===== src/cnfp_pkg.sv =====
package cnfp_pkg;

  // Parser modes
  typedef enum logic [2:0] {
    MODE_TOP     = 3'd0,
    MODE_CLAUSE  = 3'd1,
    MODE_SIGN    = 3'd2,
    MODE_DIGITS  = 3'd3,
    MODE_COMMENT = 3'd4,
    MODE_ERROR   = 3'd5,
    MODE_DONE    = 3'd6
  } mode_t;

  // Result kinds
  typedef enum logic [1:0] {
    KIND_LIT  = 2'd0,
    KIND_END  = 2'd1,
    KIND_DONE = 2'd2,
    KIND_ERR  = 2'd3
  } kind_t;

  localparam int VAR_OUT_W = 24;

  // Characters
  localparam logic [7:0] CH_TAB     = 8'd9;
  localparam logic [7:0] CH_CR      = 8'd13;
  localparam logic [7:0] CH_SPACE   = 8'd32;
  localparam logic [7:0] CH_ZERO    = 8'h30;
  localparam logic [7:0] CH_NINE    = 8'h39;
  localparam logic [7:0] CH_MINUS   = 8'h2D;
  localparam logic [7:0] CH_PLUS    = 8'h2B;
  localparam logic [7:0] CH_C       = 8'h63;
  localparam logic [7:0] CH_P       = 8'h70;
  localparam logic [7:0] CH_NEWLINE = 8'h0A;

  // Queue depth between front and back
  localparam int QDEPTH = 4;
  localparam int QPTR_W = 2;

  // Results caused by one byte (one or two)
  typedef struct packed {
    logic                 two;
    kind_t                kind0;
    logic [VAR_OUT_W-1:0] var0;
    logic                 neg0;
    kind_t                kind1;
  } res_pair_t;

endpackage


===== src/cnf_clause_text_parser.sv =====
// A word passes from the front through the queue into the output register before it leaves.
// Throughput: one byte per cycle while the queue is not full; a byte causing two words holds
//   the output for both words, set by the single output register draining the front/back queue (4 entries).
// Reset: synchronous, active-low rst_n; parser returns to top level awaiting a clause,
//   queue and output register empty. No clearing pass.
module cnf_clause_text_parser #(
  parameter int VAR_BITS = 24
) (
  input  logic        clk,
  input  logic        rst_n,
  // input stream
  input  logic        in_tvalid,
  output logic        in_tready,
  input  logic [7:0]  in_tdata,   // [7:0] data_byte
  input  logic        in_tuser,   // [0] end_of_input
  // result stream
  output logic        out_tvalid,
  input  logic        out_tready,
  output logic [31:0] out_tdata,  // [23:0] variable, [24] negated, [31:25] zero
  output logic [1:0]  out_tuser,  // [1:0] kind
  output logic        out_tlast   // last word caused by one input byte
);

  // Front: classifies each byte, runs the mode machine and the x10 accumulate,
  // and pushes one entry (one or two result words) per byte that yields output.
  // Back: serializes entries into words behind an output register.

  logic                           q_full, q_push, q_pop, q_not_empty;
  cnfp_pkg::res_pair_t            q_wdata, q_rdata;
  cnfp_pkg::kind_t                o_kind;
  logic [cnfp_pkg::VAR_OUT_W-1:0] o_var;
  logic                           o_neg;

  cnfp_front #(.VAR_BITS(VAR_BITS)) u_front (
    .clk          (clk),
    .rst_n        (rst_n),
    .in_valid     (in_tvalid),
    .in_ready     (in_tready),
    .data_byte    (in_tdata),
    .end_of_input (in_tuser),
    .q_full       (q_full),
    .q_push       (q_push),
    .q_data       (q_wdata)
  );

  cnfp_queue u_queue (
    .clk       (clk),
    .rst_n     (rst_n),
    .push      (q_push),
    .push_data (q_wdata),
    .full      (q_full),
    .pop       (q_pop),
    .not_empty (q_not_empty),
    .pop_data  (q_rdata)
  );

  cnfp_back u_back (
    .clk         (clk),
    .rst_n       (rst_n),
    .q_not_empty (q_not_empty),
    .q_data      (q_rdata),
    .q_pop       (q_pop),
    .out_valid   (out_tvalid),
    .out_ready   (out_tready),
    .out_kind    (o_kind),
    .out_var     (o_var),
    .out_neg     (o_neg),
    .out_last    (out_tlast)
  );

  assign out_tuser = o_kind;
  assign out_tdata = {7'b0, o_neg, o_var};

  // front never pushes into a full queue
  a_no_overflow: assert property (@(posedge clk) disable iff (!rst_n)
    q_push |-> !q_full)
    else $error("queue overflow");

  // done and error always close the run of a byte
  a_term_last: assert property (@(posedge clk) disable iff (!rst_n)
    (out_tvalid && (o_kind == cnfp_pkg::KIND_DONE || o_kind == cnfp_pkg::KIND_ERR))
      |-> out_tlast)
    else $error("terminal word not last");

  // only literals carry payload
  a_payload: assert property (@(posedge clk) disable iff (!rst_n)
    (out_tvalid && o_kind != cnfp_pkg::KIND_LIT) |-> (o_var == '0 && !o_neg))
    else $error("payload on non-literal");

  // a pending second word follows a non-last word
  a_pair: assert property (@(posedge clk) disable iff (!rst_n)
    (out_tvalid && out_tready && !out_tlast) |=> out_tvalid)
    else $error("pair broken");

endmodule


===== src/cnfp_front.sv =====
module cnfp_front #(
  parameter int VAR_BITS = 24
) (
  input  logic                 clk,
  input  logic                 rst_n,
  input  logic                 in_valid,
  output logic                 in_ready,
  input  logic [7:0]           data_byte,
  input  logic                 end_of_input,
  input  logic                 q_full,
  output logic                 q_push,
  output cnfp_pkg::res_pair_t  q_data
);

  localparam int SW = VAR_BITS + 4;

  cnfp_pkg::mode_t     mode_r, mode_nxt;
  logic [VAR_BITS-1:0] val_r, val_nxt;
  logic                neg_r, neg_nxt;

  logic                is_space, is_digit, accept;
  logic [3:0]          digit;
  logic [SW-1:0]       acc;
  cnfp_pkg::mode_t     mode_mid;
  logic                fin, sec, do_start, do_fail;
  cnfp_pkg::kind_t     fin_kind, sec_kind;
  logic                fin_neg;
  logic [VAR_BITS-1:0] fin_var;

  assign in_ready = !q_full;
  assign accept   = in_valid && in_ready;
  assign is_space = (data_byte >= cnfp_pkg::CH_TAB && data_byte <= cnfp_pkg::CH_CR) ||
                    data_byte == cnfp_pkg::CH_SPACE;
  assign is_digit = data_byte >= cnfp_pkg::CH_ZERO && data_byte <= cnfp_pkg::CH_NINE;
  assign digit    = data_byte[3:0];
  // value*10 + digit as value*8 + value*2 + digit
  assign acc      = {1'b0, val_r, 3'b000} + {3'b000, val_r, 1'b0} + SW'(digit);

  always_comb begin
    mode_mid = mode_r;
    fin      = 1'b0;
    fin_kind = cnfp_pkg::KIND_END;
    fin_var  = '0;
    fin_neg  = 1'b0;
    val_nxt  = val_r;
    neg_nxt  = neg_r;
    sec      = 1'b0;
    sec_kind = cnfp_pkg::KIND_ERR;
    do_start = 1'b0;
    do_fail  = 1'b0;

    // a non-digit or the end closes the number in progress
    if (mode_r == cnfp_pkg::MODE_DIGITS && (end_of_input || !is_digit)) begin
      fin = 1'b1;
      if (val_r == '0) begin
        fin_kind = cnfp_pkg::KIND_END;
        mode_mid = cnfp_pkg::MODE_TOP;
      end else begin
        fin_kind = cnfp_pkg::KIND_LIT;
        fin_var  = val_r;
        fin_neg  = neg_r;
        mode_mid = cnfp_pkg::MODE_CLAUSE;
      end
      val_nxt = '0;
      neg_nxt = 1'b0;
    end

    mode_nxt = mode_mid;
    case (mode_mid)
      cnfp_pkg::MODE_TOP: begin
        if (end_of_input) begin
          mode_nxt = cnfp_pkg::MODE_DONE;
          sec      = 1'b1;
          sec_kind = cnfp_pkg::KIND_DONE;
        end else if (is_space) begin
          mode_nxt = mode_mid;
        end else if (data_byte == cnfp_pkg::CH_C || data_byte == cnfp_pkg::CH_P) begin
          mode_nxt = cnfp_pkg::MODE_COMMENT;
        end else begin
          do_start = 1'b1;
        end
      end
      cnfp_pkg::MODE_CLAUSE: begin
        if (end_of_input) do_fail = 1'b1;
        else if (!is_space) do_start = 1'b1;
      end
      cnfp_pkg::MODE_SIGN: begin
        if (!end_of_input && is_digit) begin
          val_nxt  = VAR_BITS'(digit);
          mode_nxt = cnfp_pkg::MODE_DIGITS;
        end else begin
          do_fail = 1'b1;
        end
      end
      cnfp_pkg::MODE_DIGITS: begin
        val_nxt = acc[VAR_BITS-1:0];
        if (|acc[SW-1:VAR_BITS]) do_fail = 1'b1;
      end
      cnfp_pkg::MODE_COMMENT: begin
        if (end_of_input) begin
          mode_nxt = cnfp_pkg::MODE_DONE;
          sec      = 1'b1;
          sec_kind = cnfp_pkg::KIND_DONE;
        end else if (data_byte == cnfp_pkg::CH_NEWLINE) begin
          mode_nxt = cnfp_pkg::MODE_TOP;
        end
      end
      default: mode_nxt = mode_mid;
    endcase

    if (do_start) begin
      if (data_byte == cnfp_pkg::CH_MINUS) begin
        neg_nxt  = 1'b1;
        val_nxt  = '0;
        mode_nxt = cnfp_pkg::MODE_SIGN;
      end else if (data_byte == cnfp_pkg::CH_PLUS) begin
        neg_nxt  = 1'b0;
        val_nxt  = '0;
        mode_nxt = cnfp_pkg::MODE_SIGN;
      end else if (is_digit) begin
        neg_nxt  = 1'b0;
        val_nxt  = VAR_BITS'(digit);
        mode_nxt = cnfp_pkg::MODE_DIGITS;
      end else begin
        do_fail = 1'b1;
      end
    end

    if (do_fail) begin
      mode_nxt = cnfp_pkg::MODE_ERROR;
      sec      = 1'b1;
      sec_kind = cnfp_pkg::KIND_ERR;
    end
  end

  assign q_push       = accept && (fin || sec);
  assign q_data.two   = fin && sec;
  assign q_data.kind0 = fin ? fin_kind : sec_kind;
  assign q_data.var0  = cnfp_pkg::VAR_OUT_W'(fin_var);
  assign q_data.neg0  = fin_neg;
  assign q_data.kind1 = sec_kind;

  always_ff @(posedge clk) begin
    if (!rst_n) begin
      mode_r <= cnfp_pkg::MODE_TOP;
      val_r  <= '0;
      neg_r  <= 1'b0;
    end else if (accept) begin
      mode_r <= mode_nxt;
      val_r  <= val_nxt;
      neg_r  <= neg_nxt;
    end
  end

endmodule


===== src/cnfp_queue.sv =====
module cnfp_queue (
  input  logic                clk,
  input  logic                rst_n,
  input  logic                push,
  input  cnfp_pkg::res_pair_t push_data,
  output logic                full,
  input  logic                pop,
  output logic                not_empty,
  output cnfp_pkg::res_pair_t pop_data
);

  cnfp_pkg::res_pair_t            mem_r [cnfp_pkg::QDEPTH];
  logic [cnfp_pkg::QPTR_W-1:0]    wr_r, rd_r;
  logic [cnfp_pkg::QPTR_W:0]      cnt_r, cnt_nxt;
  logic                           do_push, do_pop;

  assign full      = cnt_r == (cnfp_pkg::QPTR_W + 1)'(cnfp_pkg::QDEPTH);
  assign not_empty = cnt_r != '0;
  assign do_push   = push && !full;
  assign do_pop    = pop && not_empty;
  assign pop_data  = mem_r[rd_r];

  always_comb begin
    cnt_nxt = cnt_r;
    if (do_push && !do_pop) cnt_nxt = cnt_r + 1'b1;
    else if (do_pop && !do_push) cnt_nxt = cnt_r - 1'b1;
  end

  always_ff @(posedge clk) begin
    if (do_push) mem_r[wr_r] <= push_data;
  end

  always_ff @(posedge clk) begin
    if (!rst_n) begin
      wr_r  <= '0;
      rd_r  <= '0;
      cnt_r <= '0;
    end else begin
      if (do_push) wr_r <= wr_r + 1'b1;
      if (do_pop)  rd_r <= rd_r + 1'b1;
      cnt_r <= cnt_nxt;
    end
  end

endmodule


===== src/cnfp_back.sv =====
module cnfp_back (
  input  logic                          clk,
  input  logic                          rst_n,
  input  logic                          q_not_empty,
  input  cnfp_pkg::res_pair_t           q_data,
  output logic                          q_pop,
  output logic                          out_valid,
  input  logic                          out_ready,
  output cnfp_pkg::kind_t               out_kind,
  output logic [cnfp_pkg::VAR_OUT_W-1:0] out_var,
  output logic                          out_neg,
  output logic                          out_last
);

  logic                           valid_r, valid_nxt;
  logic                           pend_r, pend_nxt;
  cnfp_pkg::kind_t                pend_kind_r, pend_kind_nxt;
  cnfp_pkg::kind_t                kind_r, kind_nxt;
  logic [cnfp_pkg::VAR_OUT_W-1:0] var_r, var_nxt;
  logic                           neg_r, neg_nxt;
  logic                           last_r, last_nxt;
  logic                           load;

  assign load = !valid_r || out_ready;

  always_comb begin
    valid_nxt     = valid_r;
    pend_nxt      = pend_r;
    pend_kind_nxt = pend_kind_r;
    kind_nxt      = kind_r;
    var_nxt       = var_r;
    neg_nxt       = neg_r;
    last_nxt      = last_r;
    q_pop         = 1'b0;
    if (load) begin
      if (pend_r) begin
        // second word of a pair: done or error, no payload
        valid_nxt = 1'b1;
        kind_nxt  = pend_kind_r;
        var_nxt   = '0;
        neg_nxt   = 1'b0;
        last_nxt  = 1'b1;
        pend_nxt  = 1'b0;
      end else if (q_not_empty) begin
        q_pop         = 1'b1;
        valid_nxt     = 1'b1;
        kind_nxt      = q_data.kind0;
        var_nxt       = q_data.var0;
        neg_nxt       = q_data.neg0;
        last_nxt      = !q_data.two;
        pend_nxt      = q_data.two;
        pend_kind_nxt = q_data.kind1;
      end else begin
        valid_nxt = 1'b0;
      end
    end
  end

  always_ff @(posedge clk) begin
    if (!rst_n) begin
      valid_r <= 1'b0;
      pend_r  <= 1'b0;
    end else begin
      valid_r <= valid_nxt;
      pend_r  <= pend_nxt;
    end
  end

  always_ff @(posedge clk) begin
    pend_kind_r <= pend_kind_nxt;
    kind_r      <= kind_nxt;
    var_r       <= var_nxt;
    neg_r       <= neg_nxt;
    last_r      <= last_nxt;
  end

  assign out_valid = valid_r;
  assign out_kind  = kind_r;
  assign out_var   = var_r;
  assign out_neg   = neg_r;
  assign out_last  = last_r;

endmodule


===== config.mk =====
export PLATFORM = sky130hd
export DESIGN_NAME = cnf_clause_text_parser
export DESIGN_NICKNAME = d
export VERILOG_FILES = /design/src/cnfp_pkg.sv /design/src/cnf_clause_text_parser.sv /design/src/cnfp_front.sv /design/src/cnfp_queue.sv /design/src/cnfp_back.sv
export SDC_FILE = /design/constraint.sdc
export NUM_CORES = 1
export LEC_CHECK = 0
export ABC_AREA = 0
export BUFFER_PORTS_ARGS = -buffer_cell sky130_fd_sc_hd__buf_4
export CAP_MARGIN = 10
export CORE_MARGIN = 2
export CORE_UTILIZATION = 50
export CTS_BUF_LIST = sky130_fd_sc_hd__clkbuf_4 sky130_fd_sc_hd__clkbuf_8
export CTS_CLUSTER_DIAMETER = 200
export DETAILED_ROUTE_END_ITERATION = 16
export HOLD_SLACK_MARGIN = 0.03
export PLACE_DENSITY = 0.7
export SYNTH_ARGS = -nofsm -noshare
export SYNTH_HDL_FRONTEND = slang
export SYNTH_SLANG_ARGS = --single-unit
export TNS_END_PERCENT = 50

===== constraint.sdc =====
create_clock -name clk -period 4 [get_ports clk]
set_input_delay 0.2 -clock clk [delete_from_list [all_inputs] [get_ports clk]]
set_output_delay 0.2 -clock clk [all_outputs]
set_load 0.01 [all_outputs]

After elaboration in Yosys (flattened, before gate mapping) --
Memory sizes are Yosys's and may differ from the RTL's. A register that Yosys moved wholly into a read port is not among the register bits. Index checks and enable logic that the tools add are counted.
Storage, ports and cells: flip-flop bits (word level) 67, latch bits 0, memory bits (writable) 120, memory bits (read-only) 0, input port bits 13, output and inout port bits 37, logic and storage cells 139, memories 1
Memory list:
- u_queue.mem_r | words 4, bits a word 30, read ports 1, clocked after Yosys merged registers in 1, wr ports 1, RTL line cnfp_queue.sv:12 | cnfp_pkg::res_pair_t mem_r [cnfp_pkg::QDEPTH];
Cells by class: add/subtract/negate cells 6, multiply operators 0, div/mod/pow operators 0, order comparisons 4, equal/unequal tests 12, shifts and indexed selects 0, mux-type cells 70, bitwise operators 1, reductions and logical operators 32
Operators by type and width (count):
- $mux 24 | 9
- $pmux 24 s2 | 1
- $mux 3 | 14
- $mux 1 | 35
- $add 27x25->28 | 1
- $add 28x4->28 | 1
- $eq 8x6->1 const B | 3
- $logic_not 24->1 | 1
- $eq 8x7->1 const B | 2
- $mux 2 | 8
- $logic_and 1x1->1 | 11
- $eq 3x2->1 const B | 3
- $pmux 3 s3 | 1
- $eq 8x4->1 const B | 1
- $ge 8x4->1 const B | 1
- $ge 8x6->1 const B | 1
- $le 8x4->1 const B | 1
- $le 8x6->1 const B | 1
- $logic_not 1->1 | 7
- $eq 3x3->1 const B | 2
- $logic_or 1x1->1 | 5
- $add 2x1->2 const B | 2
- $reduce_bool 2->1 | 2
- $reduce_or 4->1 | 1
- other kinds (11) | 11

Depth between registers and ports, before layout --
Gate-level depths: netlist of run 1.
word-level depth 20, gate-level depth with buffers 18, gate-level depth less buffers 18

By module --
Synthesis of run 1 repeated with hierarchy kept, for this count alone.
Unflattened totals: cells, all modules 739, area total of the unflattened synthesis 9625.5 sq um
By module, submodules not included:
- cnfp_queue | times used 1, cells an instance 204, area each 4819.6 sq um, seq. area each 3783.6 sq um
- cnfp_front | times used 1, cells an instance 455, area each 3533.4 sq um, seq. area each 560.5 sq um
- cnfp_back | times used 1, cells an instance 71, area each 1208.7 sq um, seq. area each 940.9 sq um
- cnf_clause_text_parser | times used 1, cells an instance 9, area each 63.8 sq um, seq. area each 0.0 sq um

Worst setup path before layout of run 1 --
Ideal clock, no wire load.
path kind register to register, start register u_front.val_r[0], end register u_queue.cnt_r[2] in the netlist's numbering, library setup time 0.076 ns, arrival time 4.305 ns, setup slack -0.380 ns, cell stages (with the launch flop) 19, buffers on the path 0, clock period less this slack 4.380 ns, cell sequence dfxtp_1 inv_1 fa_1 inv_1 fa_1 a21oi_1 o211ai_2 a211oi_2 o21ai_1 a221o_1 xor2_1 nor4_2 a221oi_4 ha_1 inv_1 fa_1 xor2_1 or3_1 a21boi_0
On the way: cells in the longest elaborated chain, start to end 16, elaborated cells between the ends (all ways) 29
Ends and longest elaborated chain:
- from (decl) | RTL line cnfp_front.sv:18 | logic [VAR_BITS-1:0] val_r, val_nxt;
- from (signal assigned) | RTL line cnfp_front.sv:150 | val_r <= val_nxt;
- $add 27x25->28 / $logic_not 24->1 (equally long branches) | RTL line cnfp_front.sv:37, cnfp_front.sv:55
- $add 28x4->28 / $mux 1 (equally long branches) | RTL line cnfp_front.sv:37, cnfp_front.sv:55
- $reduce_or 4->1 / $mux 3 (equally long branches) | RTL line cnfp_front.sv:97, cnfp_front.sv:53
- $mux 1, or another cell as far along | RTL line cnfp_front.sv:97 | if (|acc[SW-1:VAR_BITS]) do_fail = 1'b1;
- $pmux 1 s3 | RTL line cnfp_front.sv:69 | case (mode_mid)
- $mux 1 | RTL line cnfp_front.sv:120 | end else if (is_digit) begin
- $mux 1 | RTL line cnfp_front.sv:116 | end else if (data_byte == cnfp_pkg::CH_PLUS) begin
- $mux 1 | RTL line cnfp_front.sv:112 | if (data_byte == cnfp_pkg::CH_MINUS) begin
- $mux 1 | RTL line cnfp_front.sv:111 | if (do_start) begin
- $mux 1 * | RTL line cnfp_front.sv:129 | if (do_fail) begin
- $logic_or 1x1->1 * | RTL line cnfp_front.sv:136 | assign q_push = accept && (fin || sec);
- $logic_and 1x1->1 * | RTL line cnfp_front.sv:136
- $logic_and 1x1->1 * | RTL line cnfp_queue.sv:19 | assign do_push = push && !full;
- named net u_queue.do_push | RTL line cnfp_queue.sv:15 | logic do_push, do_pop;
- $logic_not 1->1 | RTL line cnfp_queue.sv:26 | else if (do_pop && !do_push) cnt_nxt = cnt_r - 1'b1;
- $logic_and 1x1->1 | RTL line cnfp_queue.sv:26
- $reduce_bool 2->1 (no line)
- to (signal assigned) | RTL line cnfp_queue.sv:41 | cnt_r <= cnt_nxt;
- to (decl) | RTL line cnfp_queue.sv:14 | logic [cnfp_pkg::QPTR_W:0] cnt_r, cnt_nxt;
The timed path passes the listed nets; every way through them passes the cells marked *. A chain may end at the register's enable or synchronous reset.

Final worst setup path of run 1 --
start register u_front.val_r[2], end register u_queue.cnt_r[2] in the netlist's numbering
The elaborated chain is that of the path after synthesis.

==> reports/summary.txt, run 1 <==
status: finished with violations
failing checks: setup timing
initial antenna violation count: 0
Buf/Inv on CP: 3
Final WS setup: -0.251 ns
sequential fraction of the synthesis area: 56.1%
drt drc: 0
Iter 0 DRT Violations: 394
via count: 5,886
Max Slew Vio Count: 0
Root Driver: clkbuf_8
setup_tns: -0.274 ns
FMAX: 235 MHz
reg2reg start: u_front.val_r[2]
worst r2r path cells: 18
later-pin clock latency in the skew report: 0.47 ns
clock sinks: 184
largest cells by area after synthesis: edfxtp_1, dfxtp_1, mux4_2
GRT Total Usage: 19.5%
htree depth: 4
total CTS buffers: 17
Via density: 5.68
Mapped Area: 9160 µm²
Die W: 139 µm
Synth-to-Final Area Change: 15.4%
Routed Wire Length: 18.3 mm
CP Depth: 18
Placer Congestion: 0.866
post-route minimum period: 4.25 ns
prevailing post-synth register cell: edfxtp_1
worst path cell trace: inv_2, fa_1, inv_2, ha_4, a21oi_4, or3b_4, a211o_1, a21oi_4, a221oi_4, mux2i_2, nor4_4, a221oi_4, ha_2, inv_2, fa_2, xor2_1, or3_1, a21boi_1
Slew HR: 30.0%
Tot Pwr: 0.00505 W
clock buffer depth: 2
Worst Tran Pin Value: 1.05 ns
Post-synth EDFFs: 145
fin nets: 862
slowest CP cell: fa_1
core area: 18,000 µm²
YS warnings: 0
Clock Skew: 0.0143 ns
Pleak: 4.07 nW
Finished Core Util: 58.8%
CTS tree: built
post-synth top area share: 47.5%
Crit path top cell by count: inv_2
CP top delay family: adder cells
r2r setup slk: -0.25 ns
maximum VDD drop: 0.000302 V
CP required: 4.40 ns
Initial Util: 51.0%
max cap viols: 0
Syn Area/Cell: 12.9 µm²
Hold-fix buffers, CTS: 0
DRT Pass-1 Iters: 5
Setup crit start kind: flip-flop
R2R Path End: u_queue.cnt_r[2]
Critical Path AT: 4.65 ns
vias in the first global route: 5,846
worst hold path class: in2reg
CP endpoint: u_queue.cnt_r[2]
Min-Delay Path Depth: 2
# rows: 49
Synth async-reset ratio: 0%
worst-path fanout max: 4
post-synth top area cell: edfxtp_1
period utilization: 106%
largest net degree at the start of global routing: 32
Port Buffer Count: 42
# setup viols final: 2
routed len/inst: 17.7 µm
Congestion Overflow GR: 0
most frequent cells in the layout: edfxtp_1, buf_4, nand2_1
Unique masters post-synth: 76
Critical Path Start: u_front.val_r[2]
Chip Height: 139 µm
most common cell after layout, fill and taps aside: edfxtp_1
# diodes: 0
Final Hold Viols: 0
max incr delay on CP: 0.52 ns
layout cells sized above 1: 24.8%
RSZ-0062 raised after global routing: true
Final ANT Viol Nets: 0
register bit total from synthesis: 184
first-pass GRT wire length: 30.0 mm
Crit Path Category: reg2reg
cell count after synthesis: 709
Clock transition at path regs: 0.11 ns
Post-DP HPWL: 12.7 mm
CP endpoint kind: flip-flop
Pwr per Cell Area: 478 nW/µm²
I/O pin cnt: 50
DIE AREA: 19,400 µm²
## what timing repair did
action,in CTS,in global routing
buffers inserted,0,5
setup endpoints to repair,2,119
gates resized for setup,2,11
pin swaps,1,11
cloned,0,0
## routing by layer
metal  wire (µm)  GRT usage, %  vias to the layer above
li1            -             -                     2831
met1        8310          26.5                     2907
met2        9040          32.7                      130
met3         673          3.23                       18
met4         276          5.79                        0
met5           0             0                        -
## final cells by class
cell class,count,area (µm²)
multi-input combinational,475,3890
sequential,184,5140
tap,229,287
clock buffer,17,234
inverter,20,77.6
clock inverter,15,173
fill,1458,7390
timing repair buffer,96,771
## where the power goes
| part | leakage (nW) | switching (W) | internal [W] | total (W) |
|---|---|---|---|---|
| registers | 1.67 | 0.000152 | 0.00244 | 0.00259 |
| logic | 2.20 | 0.000590 | 0.000631 | 0.00122 |
| clock network | 0.200 | 0.000761 | 0.000477 | 0.00124 |
| total | 4.07 | 0.00150 | 0.00355 | 0.00505 |
## kinds of logic (layout without fill, tap and decap cells)
logic type               Yosys count  count (layout)  synth area share [%]
buffers and inverters             56             148                  2.75
multiplexers                      36              36                  7.91
adder cells (fa/ha/maj)           55              55                  7.76
other                              1               7                0.0409
AND/OR/NAND/NOR                  219             219                  13.3
XOR/XNOR                          22              22                  2.10
flip-flops                       184             184                  56.1
AO/OA/AOI/OAI                    136             136                  10.1
## per-stage QoR
stage | worst slack (ns) | instances | area [µm²] | hold slack (ns)
after global placement | -0.150 | 999 | 10000 | 0.478
final | -0.251 | 1036 | 10600 | 0.0992
after detailed placement | -0.267 | 999 | 10000 | 0.516
after floorplan | -0.115 | 715 | 9200 | 0.349
after CTS | -0.227 | 1031 | 10500 | 0.0785
after global routing | -0.394 | 1036 | 10600 | 0.0939
## state kept, by name, indices dropped and copies added (netlist names), named ones only
register            cells
u_queue.mem_r         116
u_back.out_var         24
u_front.val_r          24
u_front.mode_r          3
u_queue.cnt_r           3
u_back.out_kind         2
u_queue.rd_r            2
u_queue.wr_r            2
u_back.out_last         1
u_back.out_neg          1
u_back.out_valid        1
u_back.pend_kind_r      1
u_back.pend_r           1
u_front.neg_r           1
## worst register-to-register path: cells and delay by family (launching register included)
family	cells	cell delay, ns
AO/OA/AOI/OAI	6	1.12
XOR/XNOR	1	0.17
adder cells (fa/ha/maj)	4	1.38
buffers and inverters	3	0.14
flip-flops	1	0.35
multiplexers	1	0.25
AND/OR/NAND/NOR	3	0.77
## worst min path at each step
stage,startpoint,to
after global placement,u_queue.wr_r[1],u_queue.wr_r[1]
final,rst_n,u_front.mode_r[0]
after global routing,rst_n,u_front.mode_r[2]
after CTS,rst_n,u_front.mode_r[2]
after floorplan,rst_n,u_queue.wr_r[1]
after detailed placement,u_queue.wr_r[0],u_queue.wr_r[0]
## cell usage after synthesis (7+ instances only)
master and count:
edfxtp_1 145, ha_1 52, nand2_1 52, o21ai_0 41, dfxtp_1 39, nor2b_1 34
a21oi_1 33, nor2_1 32, mux4_2 29, and3_1 26, clkbuf_1 22, inv_1 19
and2_1 18, xnor2_1 12, a21o_1 10, buf_4 10, xor2_1 10, nand2b_1 9
nand4_1 7, nor3_1 7, nor4_1 7
Note: power is estimated with default switching activity, not from simulation.
==> inputs of run 2 (changes only) <==
- SYNTH_HIERARCHICAL: default -> 1
==> reports/summary.txt, run 2 <==
via count: 6,556
slowest CP cell: fa_1
adder-cell share of the synthesized area: 7.38%
Final WS setup: -0.233 ns
Pleak: 4.54 nW
post-synth top area share: 46.8%
max incr delay on CP: 0.52 ns
worst hold path class: in2reg
Pwr per Cell Area: 499 nW/µm²
RSZ-0062 raised after global routing: true
Iter 0 DRT Violations: 618
# rows: 50
hold_ws: 0.0773 ns
prevailing post-synth register cell: edfxtp_1
Clk pwr share: 23.7%
cell with the most instances after synthesis: edfxtp_1
largest family of logic cells by synthesized area: simple AND/OR/NAND/NOR gates
register bit total from synthesis: 189
worst-path fanout max: 2
sequential fraction of the synthesis area: 54.9%
most used routing layer: met2
Synth async-reset ratio: 0%
max reg flops: 120
top cell types by occurrence after synthesis: edfxtp_1, ha_1, nor2_1, dfxtp_1, nand2_1
simple-gate share of the synthesized area: 12.1%
post-synthesis xor/xnor area fraction: 1.91%
clock sinks: 189
YS warnings: 6
# diodes: 0
Final ANT Viol Nets: 0
# setup viols final: 69
NetSw: 0.00171 W
Final Cell Area: 11,500 µm²
cell count after synthesis: 739
routed len/inst: 20.0 µm
CTS tree: built
first-pass GRT wire length: 34.6 mm
post-synthesis mux area share: 7.71%
Unique masters post-synth: 92
Max Slew Vio Count: 0
drt drc: 0
Sequential Power Share: 47.6%
Root Driver: clkbuf_8
Initial Util: 51.3%
Largest Register: u_queue/mem_r
Routed Wire Length: 22.1 mm
switching share of power: 29.8%
max cap viols: 0
most frequent cells in the layout: edfxtp_1, buf_4, ha_1
largest net degree at the start of global routing: 33
Placer Congestion: 0.928
most common cell after layout, fill and taps aside: edfxtp_1
total CTS buffers: 17
largest cells by area after synthesis: edfxtp_1, dfxtp_1, mux4_2
Die W: 143 µm
Setup crit start kind: flip-flop
maximum VDD drop: 0.000196 V
core area: 18,800 µm²
Chip Height: 143 µm
Syn Area/Cell: 13.0 µm²
Port Buffer Count: 42
Final Non-Filler Cells: 1,104
DIE AREA: 20,400 µm²
Clock Skew: 0.0219 ns
Crit Path Category: reg2reg
Combinational Power Share: 28.7%
fill count: 1,467
placed cell count: 1,053
period utilization: 106%
htree depth: 4
Via density: 5.94
setup_tns: -3.96 ns
Congestion Overflow GR: 0
CP top delay family: compound AO/OA/AOI/OAI gates
status: finished with violations
compound-gate portion of the synthesized area: 12.0%
I/O pin cnt: 50
post-route minimum period: 4.23 ns
Critical Path AT: 4.64 ns
layout cells sized above 1: 28.2%
Final Hold Viols: 0
clock buffer depth: 2
CP required: 4.40 ns
fin nets: 925
Clock transition at path regs: 0.10 ns
vias in the first global route: 6,604
Buf/Inv on CP: 3
FMAX: 236 MHz
post-synth top area cell: edfxtp_1
later-pin clock latency in the skew report: 0.47 ns
worst path cell trace: inv_2, fa_1, buf_4, fa_2, nor2b_4, o2111a_1, o31a_1, a2111o_1, nand3_1, nor3b_4, o31ai_4, a31oi_1, nor2b_4, ha_4, inv_2, fa_2, xor2_1, or3_1, a21boi_1
Worst Tran Pin Value: 0.952 ns
Synth-to-Final Area Change: 19.1%
M1 GR Usage: 29.2%
initial antenna violation count: 0
P_int: 0.00401 W
Mapped Area: 9630 µm²
Post-synth EDFFs: 150
CP endpoint kind: flip-flop
GRT Total Usage: 22.2%
Post-DP HPWL: 14.4 mm
Slew HR: 36.5%
failing checks: setup timing
DRT Pass-1 Iters: 8
GRT met3 Usage: 4.06%
global-route track usage on met2: 38.0%
Placed Area: 10,700 µm²
## run 2: cell count changes in the layout (fill, tap and decap cells not counted), sizes merged, moves of 10 or more
cell   change
buf       +38
and3      -20
and2      +18
nand2     -17
o21ai     -17
a22oi     +13
nor2      +10
## run 2: layout make-up
cell class | instances | area, µm² | share of cell area (%)
clock buffer | 17 | 234 | 2.04
timing repair buffer | 135 | 1250 | 10.9
tap | 234 | 293 | 2.55
sequential | 189 | 5290 | 46.1
multi-input combinational | 489 | 4110 | 35.8
inverter | 25 | 93.8 | 0.818
clock inverter | 15 | 196 | 1.71
## run 2: through the flow
| step | total power, W | util, % | setup WS (ns) |
|---|---|---|---|
| after floorplan | 0.00371 | - | -0.114 |
| after global placement | 0.00423 | 56.8 | -0.144 |
| after detailed placement | 0.00429 | 56.8 | -0.327 |
| after CTS | 0.00573 | 61.2 | -0.217 |
| after global routing | 0.00599 | 61.1 | -0.376 |
| final | 0.00572 | 61.1 | -0.233 |
## run 2: cell families (layout without fill, tap and decap cells)
logic type      after synthesis  count (layout)
compound gates              157             157
simple gates                210             212
other cells                   2               8
fa+ha+maj                    55              55
mux                          36              36
xor+xnor                     21              21
buf+inv                      69             192
flops                       189             189
## run 2: worst paths after layout
kind | start | end | slack [ns] | depth (start not counted)
worst min register to register | u_front/neg_r | u_front/neg_r | 0.49 | 2
worst max-delay path | u_front/val_r[0] | u_queue/cnt_r[2] | -0.23 | 19
worst min-delay path | rst_n | u_back/out_valid | 0.08 | 2
worst max register to register | u_front/val_r[0] | u_queue/cnt_r[2] | -0.23 | 19
## run 2: what timing repair did
item | 4_1_cts | 5_1_grt
pin swaps | 8 | 0
hold buffers | 1 | 0
cloned | 8 | 2
setup endpoints to repair | 122 | 122
hold endpoints to repair | 1 | 0
setup buffers | 10 | 0
gates resized for setup | 23 | 2
## run 2: layer usage
layer | vias to the layer above | part of all wire (%)
met5 | - | 0
met4 | 0 | 2.0
met3 | 42 | 5.2
met2 | 218 | 50
met1 | 3246 | 43
li1 | 3050 | -
## run 2: power groups by stage
stage,registers [W],logic [W],clock network [W]
finish,0.00272,0.00164,0.00136
detailed placement,0.00277,0.00152,0
CTS,0.00272,0.00164,0.00137
global placement,0.00275,0.00148,0
global route,0.00276,0.00177,0.00146
floorplan,0.00280,0.000910,0
